===== src/sv/swm_pkg.sv =====
// Shared constants for the sliding window mean block.
package swm_pkg;

  localparam int RING_DEPTH = 32;
  localparam int PTR_W      = $clog2(RING_DEPTH);
  localparam int CNT_W      = $clog2(RING_DEPTH + 1);
  localparam int SMP_W      = 16;
  localparam int LEN_W      = 6;
  localparam int SUM_W      = SMP_W + $clog2(RING_DEPTH);
  localparam int STEP_W     = $clog2(SUM_W);

  localparam logic [LEN_W-1:0] LEN_RESET = LEN_W'(16);

endpackage


===== src/sv/sliding_window_mean.sv =====
// Moving average over a ring of signed samples, with an iterative divider.
// Mean from a restoring divider, one quotient bit a cycle. A new sample is
// taken only in the idle state, once the last result is in the output
// register, which frees the next sample while a result waits. Async
// active-low reset: window length 16, position, full flag and sum cleared;
// ring contents are not reset.
module sliding_window_mean import swm_pkg::*; (
  input  logic                    clk_i,
  input  logic                    rst_ni,
  input  logic                    cfg_valid_i,
  output logic                    cfg_ready_o,
  input  logic [LEN_W-1:0]        cfg_window_length_i,
  input  logic                    sample_valid_i,
  output logic                    sample_ready_o,
  input  logic signed [SMP_W-1:0] sample_i,
  output logic                    mean_valid_o,
  input  logic                    mean_ready_i,
  output logic signed [SMP_W-1:0] mean_o,
  output logic                    window_full_o
);

  localparam logic [2:0] S_IDLE = 3'd0;
  localparam logic [2:0] S_SUM  = 3'd1;
  localparam logic [2:0] S_PREP = 3'd2;
  localparam logic [2:0] S_DIV  = 3'd3;
  localparam logic [2:0] S_DONE = 3'd4;

  logic [2:0]              state_q, state_d;
  logic [LEN_W-1:0]        len_q, len_d;
  logic [PTR_W-1:0]        pos_q, pos_d;
  logic                    filled_q, filled_d;
  logic signed [SUM_W-1:0] sum_q, sum_d;
  logic [SUM_W-1:0]        dvd_q, dvd_d;
  logic [CNT_W-1:0]        rem_q, rem_d;
  logic [STEP_W-1:0]       step_q, step_d;
  logic                    neg_q, neg_d;
  logic                    out_valid_q, out_valid_d;
  logic signed [SMP_W-1:0] out_mean_q, out_mean_d;
  logic                    out_full_q, out_full_d;

  logic signed [SMP_W-1:0] ring [RING_DEPTH];
  logic signed [SMP_W-1:0] old_q;
  logic signed [SMP_W-1:0] smp_q;

  logic [CNT_W-1:0]        eff_len;
  logic [PTR_W-1:0]        wr_pos;
  logic [CNT_W-1:0]        pos_inc;
  logic [CNT_W:0]          trial;
  logic [CNT_W:0]          diff;
  logic [SUM_W-1:0]        quo_mag;
  logic                    accept;
  logic                    cfg_wr;

  assign cfg_ready_o    = 1'b1;
  assign cfg_wr         = cfg_valid_i & cfg_ready_o;
  assign sample_ready_o = (state_q == S_IDLE);
  assign accept         = sample_valid_i & sample_ready_o;

  always_comb begin
    if (len_q == '0) begin
      eff_len = CNT_W'(1);
    end else if (32'(len_q) > RING_DEPTH) begin
      eff_len = CNT_W'(RING_DEPTH);
    end else begin
      eff_len = CNT_W'(len_q);
    end
  end

  assign wr_pos  = (CNT_W'(pos_q) >= eff_len) ? '0 : pos_q;
  assign pos_inc = CNT_W'(wr_pos) + CNT_W'(1);

  // one restoring step: shift in the next dividend bit, try subtracting
  assign trial   = {rem_q, dvd_q[SUM_W-1]};
  assign diff    = trial - {1'b0, eff_len};
  assign quo_mag = neg_q ? (~dvd_q + SUM_W'(1)) : dvd_q;

  // ring: read-first single port, old entry comes back for the subtraction
  always_ff @(posedge clk_i) begin
    if (accept) begin
      old_q        <= ring[wr_pos];
      ring[wr_pos] <= sample_i;
      smp_q        <= sample_i;
    end
  end

  always_comb begin
    state_d     = state_q;
    len_d       = len_q;
    pos_d       = pos_q;
    filled_d    = filled_q;
    sum_d       = sum_q;
    dvd_d       = dvd_q;
    rem_d       = rem_q;
    step_d      = step_q;
    neg_d       = neg_q;
    out_valid_d = out_valid_q;
    out_mean_d  = out_mean_q;
    out_full_d  = out_full_q;

    if (out_valid_q && mean_ready_i) begin
      out_valid_d = 1'b0;
    end

    unique case (state_q)
      S_IDLE: begin
        if (accept) begin
          if (pos_inc >= eff_len) begin
            pos_d    = '0;
          end else begin
            pos_d    = PTR_W'(pos_inc);
          end
          state_d = S_SUM;
        end
      end
      S_SUM: begin
        sum_d = sum_q + {{(SUM_W-SMP_W){smp_q[SMP_W-1]}}, smp_q}
              - (filled_q ? {{(SUM_W-SMP_W){old_q[SMP_W-1]}}, old_q} : '0);
        // wrap of the write position marks the window as full
        if (pos_q == '0) begin
          filled_d = 1'b1;
        end
        state_d = S_PREP;
      end
      S_PREP: begin
        neg_d  = sum_q[SUM_W-1];
        dvd_d  = sum_q[SUM_W-1] ? SUM_W'(-sum_q) : SUM_W'(sum_q);
        rem_d  = '0;
        step_d = STEP_W'(SUM_W - 1);
        if (filled_q) begin
          state_d = S_DIV;
        end else begin
          neg_d   = 1'b0;
          dvd_d   = '0;
          state_d = S_DONE;
        end
      end
      S_DIV: begin
        if (!diff[CNT_W]) begin
          rem_d = diff[CNT_W-1:0];
        end else begin
          rem_d = trial[CNT_W-1:0];
        end
        dvd_d = {dvd_q[SUM_W-2:0], ~diff[CNT_W]};
        if (step_q == '0) begin
          state_d = S_DONE;
        end else begin
          step_d = step_q - STEP_W'(1);
        end
      end
      S_DONE: begin
        if (!out_valid_q || mean_ready_i) begin
          out_valid_d = 1'b1;
          out_mean_d  = quo_mag[SMP_W-1:0];
          out_full_d  = filled_q;
          state_d     = S_IDLE;
        end
      end
      default: begin
        state_d = S_IDLE;
      end
    endcase

    // configuration only arrives while idle is a rule for the user; the block itself does not enforce it
    if (cfg_wr) begin
      len_d    = cfg_window_length_i;
      pos_d    = '0;
      filled_d = 1'b0;
      sum_d    = '0;
    end
  end

  always_ff @(posedge clk_i or negedge rst_ni) begin
    if (!rst_ni) begin
      state_q     <= S_IDLE;
      len_q       <= LEN_RESET;
      pos_q       <= '0;
      filled_q    <= 1'b0;
      sum_q       <= '0;
      out_valid_q <= 1'b0;
    end else begin
      state_q     <= state_d;
      len_q       <= len_d;
      pos_q       <= pos_d;
      filled_q    <= filled_d;
      sum_q       <= sum_d;
      out_valid_q <= out_valid_d;
    end
  end

  always_ff @(posedge clk_i) begin
    dvd_q      <= dvd_d;
    rem_q      <= rem_d;
    step_q     <= step_d;
    neg_q      <= neg_d;
    out_mean_q <= out_mean_d;
    out_full_q <= out_full_d;
  end

  assign mean_valid_o  = out_valid_q;
  assign mean_o        = out_mean_q;
  assign window_full_o = out_full_q;

endmodule


===== config.mk =====
export PLATFORM = sky130hd
export DESIGN_NAME = sliding_window_mean
export DESIGN_NICKNAME = d
export VERILOG_FILES = /design/src/sv/swm_pkg.sv /design/src/sv/sliding_window_mean.sv
export SDC_FILE = /design/constraint.sdc
export NUM_CORES = 1
export LEC_CHECK = 0
export BUFFER_PORTS_ARGS = -buffer_cell sky130_fd_sc_hd__buf_2
export CAP_MARGIN = 20
export CORE_AREA = 2 2 211 213
export DETAILED_ROUTE_END_ITERATION = 8
export DIE_AREA = 0 0 213 215
export PLACE_DENSITY_LB_ADDON = 0.25
export SYNTH_ARGS = -nofsm -noshare
export SYNTH_HDL_FRONTEND = slang
export SYNTH_SLANG_ARGS = --single-unit

===== constraint.sdc =====
create_clock -name clk_i -period 4.75 [get_ports clk_i]
set_input_delay 0.95 -clock clk_i [delete_from_list [all_inputs] [get_ports clk_i]]
set_output_delay 0.95 -clock clk_i [all_outputs]
set_load 0.01 [all_outputs]

### After elaboration in Yosys (flattened, before gate mapping)

Memories as Yosys holds them, arrays and structs flattened. A register that Yosys moved wholly into a read port is not among the register bits.
Cells that the tools add are included.

| storage, ports and cells | value |
|---|---|
| register bits after elaboration | 103 |
| latch bits | 0 |
| memory bits (writable) | 512 |
| ROM bits | 0 |
| output and inout bits | 20 |
| memories | 1 |

Memory list:

| name | words | width | read ports | clocked after Yosys merged registers in | wr ports | RTL line | source |
|---|---|---|---|---|---|---|---|
| ring | 32 | 16 | 1 | 1 | 1 | sliding_window_mean.sv:41 | `logic signed [SMP_W-1:0] ring [RING_DEPTH];` |

| operators by class | value |
|---|---|
| add/sub/neg operators | 7 |
| multipliers | 0 |
| divide/modulo/power cells | 0 |
| $lt $le $gt $ge | 3 |
| equality and inequality tests | 8 |
| shift operators | 0 |
| multiplexer cells | 31 |
| bitwise gates (word level) | 3 |
| reductions and logical operators | 17 |

Operators by type and width:

| kind | count |
|---|---|
| 21-bit two-way mux | 5 |
| 21-bit case mux with 2 select lines | 1 |
| 5-bit two-way mux | 6 |
| 21-bit adder | 1 |
| 21-bit negator | 1 |
| 21-bit subtractor | 1 |
| 6-bit two-way mux | 3 |
| 16-bit by 1-bit adder with 16-bit output (second input constant) | 1 |
| 16-bit two-way mux | 1 |
| 16-bit inverter | 1 |
| 3-bit case mux with 5 select lines | 1 |
| 3-bit two-way mux | 4 |
| 6-bit case mux with 2 select lines | 1 |
| 5-bit zero test | 2 |
| 5-bit case mux with 2 select lines | 1 |
| 2-bit nonzero test | 5 |
| 1-bit two-way mux | 8 |
| 2-bit AND reduction | 4 |
| 7-bit by 6-bit subtractor with 7-bit output | 1 |
| 5-bit by 1-bit adder with 6-bit output (second input constant) | 1 |
| 3-bit by 2-bit == test with 1-bit output (second input constant) | 2 |
| 5-bit by 6-bit greater-or-equal comparator with 1-bit output | 1 |
| 6-bit greater-or-equal comparator | 1 |
| 6-bit greater-than comparator (second input constant) | 1 |
| 13 further kinds | 15 |

### Depth between registers and ports, before layout

| logic depth | value |
|---|---|
| word-level depth | 11 |
| gate-level depth with buffers | 18 |

### Worst setup path after synthesis

Ideal clock, no wire load.

| path | value |
|---|---|
| kind | register to register |
| start point | register pos_q[0] |
| end point | register pos_q[0] |
| arrival time | 3.790 ns |
| data required time | 4.683 ns |
| path slack | 0.894 ns |
| stages on the path, launching flop included | 19 |
| buffers on the path | 4 |
| cell sequence | dfrtp_1 buf_2 inv_1 clkbuf_1 ha_1 nor2b_1 o21ai_2 a211oi_4 clkbuf_1 buf_1 ha_1 ha_1 a21o_1 a21o_1 a21oi_1 nor2b_1 o21ai_0 and3_1 a22o_1 |

| on the way | value |
|---|---|
| word-level cells in the longest chain between the ends | 8 |

Ends and longest elaborated chain:

| item | RTL line | source |
|---|---|---|
| start: declaration | sliding_window_mean.sv:30 | `logic [PTR_W-1:0] pos_q, pos_d;` |
| start signal: assignment | sliding_window_mean.sv:183 | `pos_q <= pos_d;` |
| 5-bit by 6-bit greater-or-equal comparator with 1-bit output | sliding_window_mean.sv:69 | `assign wr_pos = (CNT_W'(pos_q) >= eff_len) ? '0 : pos_q;` |
| 5-bit two-way mux (*) | sliding_window_mean.sv:69 |  |
| 5-bit by 1-bit adder with 6-bit output (*) | sliding_window_mean.sv:70 | `assign pos_inc = CNT_W'(wr_pos) + CNT_W'(1);` |
| 6-bit greater-or-equal comparator | sliding_window_mean.sv:107 | `if (pos_inc >= eff_len) begin` |
| 5-bit two-way mux (*) | sliding_window_mean.sv:107 |  |
| 5-bit two-way mux (*) | sliding_window_mean.sv:106 | `if (accept) begin` |
| 5-bit two-way mux (*) | sliding_window_mean.sv:104 | `unique case (state_q)` |
| 5-bit two-way mux (*) | sliding_window_mean.sv:164 | `if (cfg_wr) begin` |

Mark *: on every way between the ends. The rest lies on a longest branch, timed or not. The select of a mux whose other input is x is not followed.
A chain may end at the register's enable or synchronous reset.

### Final worst setup path

| path | value |
|---|---|
| start point | register len_q[1] |
| end point | register old_q[9], read port of ring, data pin |

| on the way | value |
|---|---|
| word-level cells in the longest chain between the ends | 5 |
| elaborated cells on any way between the ends | 6 |
| classes of those cells | order compare (2); mux (3); reduce/logical (1) |

Ends and longest elaborated chain:

| item | RTL line | source |
|---|---|---|
| start: declaration | sliding_window_mean.sv:29 | `logic [LEN_W-1:0] len_q, len_d;` |
| start signal: assignment | sliding_window_mean.sv:182 | `len_q <= len_d;` |
| 6-bit greater-than comparator | sliding_window_mean.sv:62 | `end else if (32'(len_q) > RING_DEPTH) begin` |
| 6-bit two-way mux | sliding_window_mean.sv:62 |  |
| 6-bit two-way mux (*) | sliding_window_mean.sv:60 | `if (len_q == '0) begin` |
| 5-bit by 6-bit greater-or-equal comparator with 1-bit output (*) | sliding_window_mean.sv:69 |  |
| 5-bit two-way mux (*) | sliding_window_mean.sv:69 |  |
| end: declaration | sliding_window_mean.sv:42 | `logic signed [SMP_W-1:0] old_q;` |

Mark *: on every way between the ends. The rest lies on a longest branch, timed or not.

==> summary.md <==
| Metric | Value |
|---|---|
| Synthesized net count | `1972` |
| Initial antenna violation count | `4` |
| Largest net degree at the start of global routing | `108` |
| CTS resizes | `0` |
| Layout cell share with drive strength beyond 1 | `15.1%` |
| Drt pass-1 iters | `5` |
| Gr busiest metal | `met2` |
| Worst Max-Slew Pin Slew | `1.00 ns` |
| RSZ-0062 raised after global routing | `false` |
| Maxcap violations | `0` |
| First-pass GRT wire length | `103 mm` |
| Final setup violation count | `0` |
| M3 GR Usage | `6.11%` |
| Core ar. | `43600 µm²` |
| Net count, final | `2053` |
| Placer congestion estimate | `0.879` |
| TritonCTS clock tree | `done` |
| I/O Buffers | `45` |
| Seq/Total Area, Yosys | `68.9%` |
| Drt total wl | `68.1 mm` |
| DRT antenna net count | `0` |
| CP startpoint kind | `register` |
| Post-CTS Setup Inserts | `0` |
| Hold WC Path Type | `in -> async` |
| Remaining Overflow, GRT | `0` |
| Crit path DAT | `4.57 ns` |
| CP max FO | `16` |
| Final hold viol count | `0` |
| H-tree Lvls | `2` |
| Hold WS | `0.475 ns` |
| TNS Setup | `0 ns` |
| M2 GR Usage | `46.8%` |
| Number of global-route vias before repair | `16800` |
| CTS Sinks | `631` |
| Ys flop type | `edfxtp_1` |
| DR vias | `16900` |
| VDD IR max | `0.000553 V` |
| Drt drc | `0` |
| CP Capture Type | `register` |
| Worst EP required | `5.21 ns` |
| Detailed Place HPWL | `43.8 mm` |
| Number of vias per cell | `6.51` |
| Mean Syn Cell Area | `14.5 µm²` |
| Cell row count | `77` |
| Cell area after synthesis | `27200 µm²` |
| I/O pins | `47` |
| Status | `finished, final reports clean` |
| Final period util | `86.6%` |
| Power Dens Cells | `547 nW/µm²` |
| Syn Inst Count | `1878` |
| Worst-path cell chain | `nor4_1 -> nor2_1 -> nor2_1 -> ha_1 -> nor2b_1 -> o21ai_2 -> a21oi_2 -> and3_1 -> o21ai_0 -> a21oi_1 -> nor4_1 -> o2111ai_1` |
| #FFs+latches synth | `631` |
| Synth warnings | `0` |
| DP Worst Slack | `0.723 ns` |
| Asr flop ratio synth | `5.86%` |
| Die Height | `215 µm` |
| Synth top area share | `65.5%` |
| GR met1 Demand/Resource | `43.2%` |
| Crit path setup slack, layout | `0.635 ns` |
| Area contributors post-synth | `edfxtp_1, dfrtp_1, mux2_2` |
| Worst rel slew slack | `33.3%` |
| Max stage delay on crit path | `0.80 ns` |
| Fmax | `243 MHz` |
| Area leader, netlist | `edfxtp_1` |
| WL/cell | `26.2 µm` |
| Hold bufs inserted after CTS | `0` |
| Clk buf depth | `3` |
| Tmin final | `4.12 ns` |
| Clk_skew | `0.0165 ns` |
| Clk pin slew, worst setup/hold paths | `0.07 ns` |
| Number of buffers created by CTS | `61` |
| Area Growth Syn to Fin | `11.5%` |
| Cell variety after synth | `77` |
| Die Wd | `213 µm` |
| Worst Setup Path Type | `reg -> reg` |
| GRT Util Overall | `30.4%` |
| CTS Root Cell | `clkbuf_16` |
| Slowest-stage cell, CP | `a21oi_2` |
| Final Max Tran Viols | `0` |
| Die Area | `45800 µm²` |
| First DRT Iteration DRCs | `2136` |
| Post-synth EDFFs | `594` |
| Clock Latency Late Sink | `0.63 ns` |
| Initial Util | `62.4%` |
| Leakage | `10.4 nW` |
[worst paths after layout]
path                          start          to  slack, ns  cells past startpoint
setup / recovery           len_q[1]    old_q[9]       0.63                     12
hold / removal               rst_ni  state_q[1]       0.48                      1
setup reg to reg           len_q[1]    old_q[9]       0.63                     12
hold reg to reg            dvd_q[0]   mean_o[0]       0.51                      0
max in group asynchronous    rst_ni    pos_q[0]       3.59                      1
min in group clk_i         dvd_q[0]   mean_o[0]       0.51                      0
[per-stage QoR]
stage	area [µm²]	std cells	util [%]	total power [mW]
2_1_floorplan	27200	1878	-	10.3
3_3_place_gp	28300	2488	64.9	11.6
3_5_place_dp	28300	2488	64.9	11.7
4_1_cts	30300	2599	69.5	16.6
5_1_grt	30300	2599	69.5	17.3
6_report	30300	2600	69.5	16.6
[cell usage after synthesis (all sizes together), types with 4 or more instances]
master and number:
a211o 5, a211oi 14, a21o 11, a21oi 66
a221oi 11, a22o 6, a22oi 8, a31oi 6
and2 29, and3 11, buf 38, clkbuf 54
dfrtp 36, edfxtp 594, fa 21, ha 46
inv 104, mux2 62, mux2i 63, mux4 8
nand2 83, nand2b 11, nand3 20, nand4 12
nor2 119, nor2b 10, nor3 17, nor4 7
o2111ai 15, o211a 6, o211ai 15, o21a 4
o21ai 122, o21bai 11, o221a 13, o221ai 19
o22ai 64, o31ai 12, o41ai 6, or3 12
or4 6, xnor2 50, xor2 12
[critical path: cells and delay by family, from the launching register on]
| family | cells | cell delay, ns |
|---|---|---|
| fa+ha+maj | 1 | 0.27 |
| simple gates | 6 | 1.58 |
| flops | 1 | 0.39 |
| compound gates | 5 | 1.69 |
[layout make-up]
class | instances | area (µm²)
sequential | 631 | 18800
tap | 592 | 741
fill | 2911 | 13300
clock inverter | 40 | 445
clock buffer | 71 | 1560
timing repair buffer | 110 | 738
inverter | 104 | 390
antenna | 1 | 2.50
multi-input combinational | 1051 | 7700
[sequential cells by signal, summed over array words and instances, names as in the netlist]
name	cells
old_q	16
mean_o	16
len_q	6
ring	512
dvd_q	21
filled_q	1
pos_q	5
step_q	5
smp_q	16
neg_q	1
window_full_o	1
rem_q	6
sum_q	21
mean_valid_o	1
state_q	3
[layer usage]
metal  routed length, µm  share of wire, %
met5                  37             0.054
met4                2420               3.6
met3                6850                10
met2               31900                47
met1               26800                39
[placed cells by master, fill, tap and decap left out, types with 13 or more instances in the layout]
cell | synthesis | final
edfxtp_1 | 594 | 594
o21ai_0 | 119 | 119
nor2_1 | 119 | 118
inv_1 | 102 | 101
nand2_1 | 83 | 83
a21oi_1 | 66 | 65
o22ai_1 | 64 | 64
mux2i_1 | 63 | 63
buf_4 | 1 | 63
mux2_2 | 62 | 62
clkbuf_16 | 0 | 61
xnor2_1 | 50 | 50
ha_1 | 46 | 46
buf_2 | 22 | 45
dfrtp_1 | 36 | 34
and2_1 | 29 | 28
fa_1 | 21 | 21
nand3_1 | 20 | 20
o221ai_1 | 19 | 19
nor3_1 | 17 | 17
o211ai_1 | 15 | 15
o2111ai_1 | 15 | 15
clkinv_1 | 0 | 14
o221a_2 | 13 | 13
a211oi_1 | 13 | 13
[report_power, final]
group / leakage [nW] / total, mW / switching [mW] / internal [mW]
Combinational: 3.59 / 4.80 / 2.92 / 1.88
Sequential: 5.86 / 6.89 / 0.303 / 6.59
Clock: 0.976 / 4.92 / 2.08 / 2.84
Total: 10.4 / 16.6 / 5.30 / 11.3
[cells by family (layout without fill, tap and decap cells)]
kind of cell	after synthesis	count (layout)	share of synthesized area, %
buffers and inverters	196	325	2.82
other	1	2	0.0138
flip-flops	631	631	68.9
adder cells (fa/ha/maj)	67	67	3.66
XOR/XNOR	62	62	2.00
AO/OA/AOI/OAI	440	440	10.8
multiplexers	133	133	5.54
AND/OR/NAND/NOR	348	348	6.19
(Power assumes the default switching activity.)
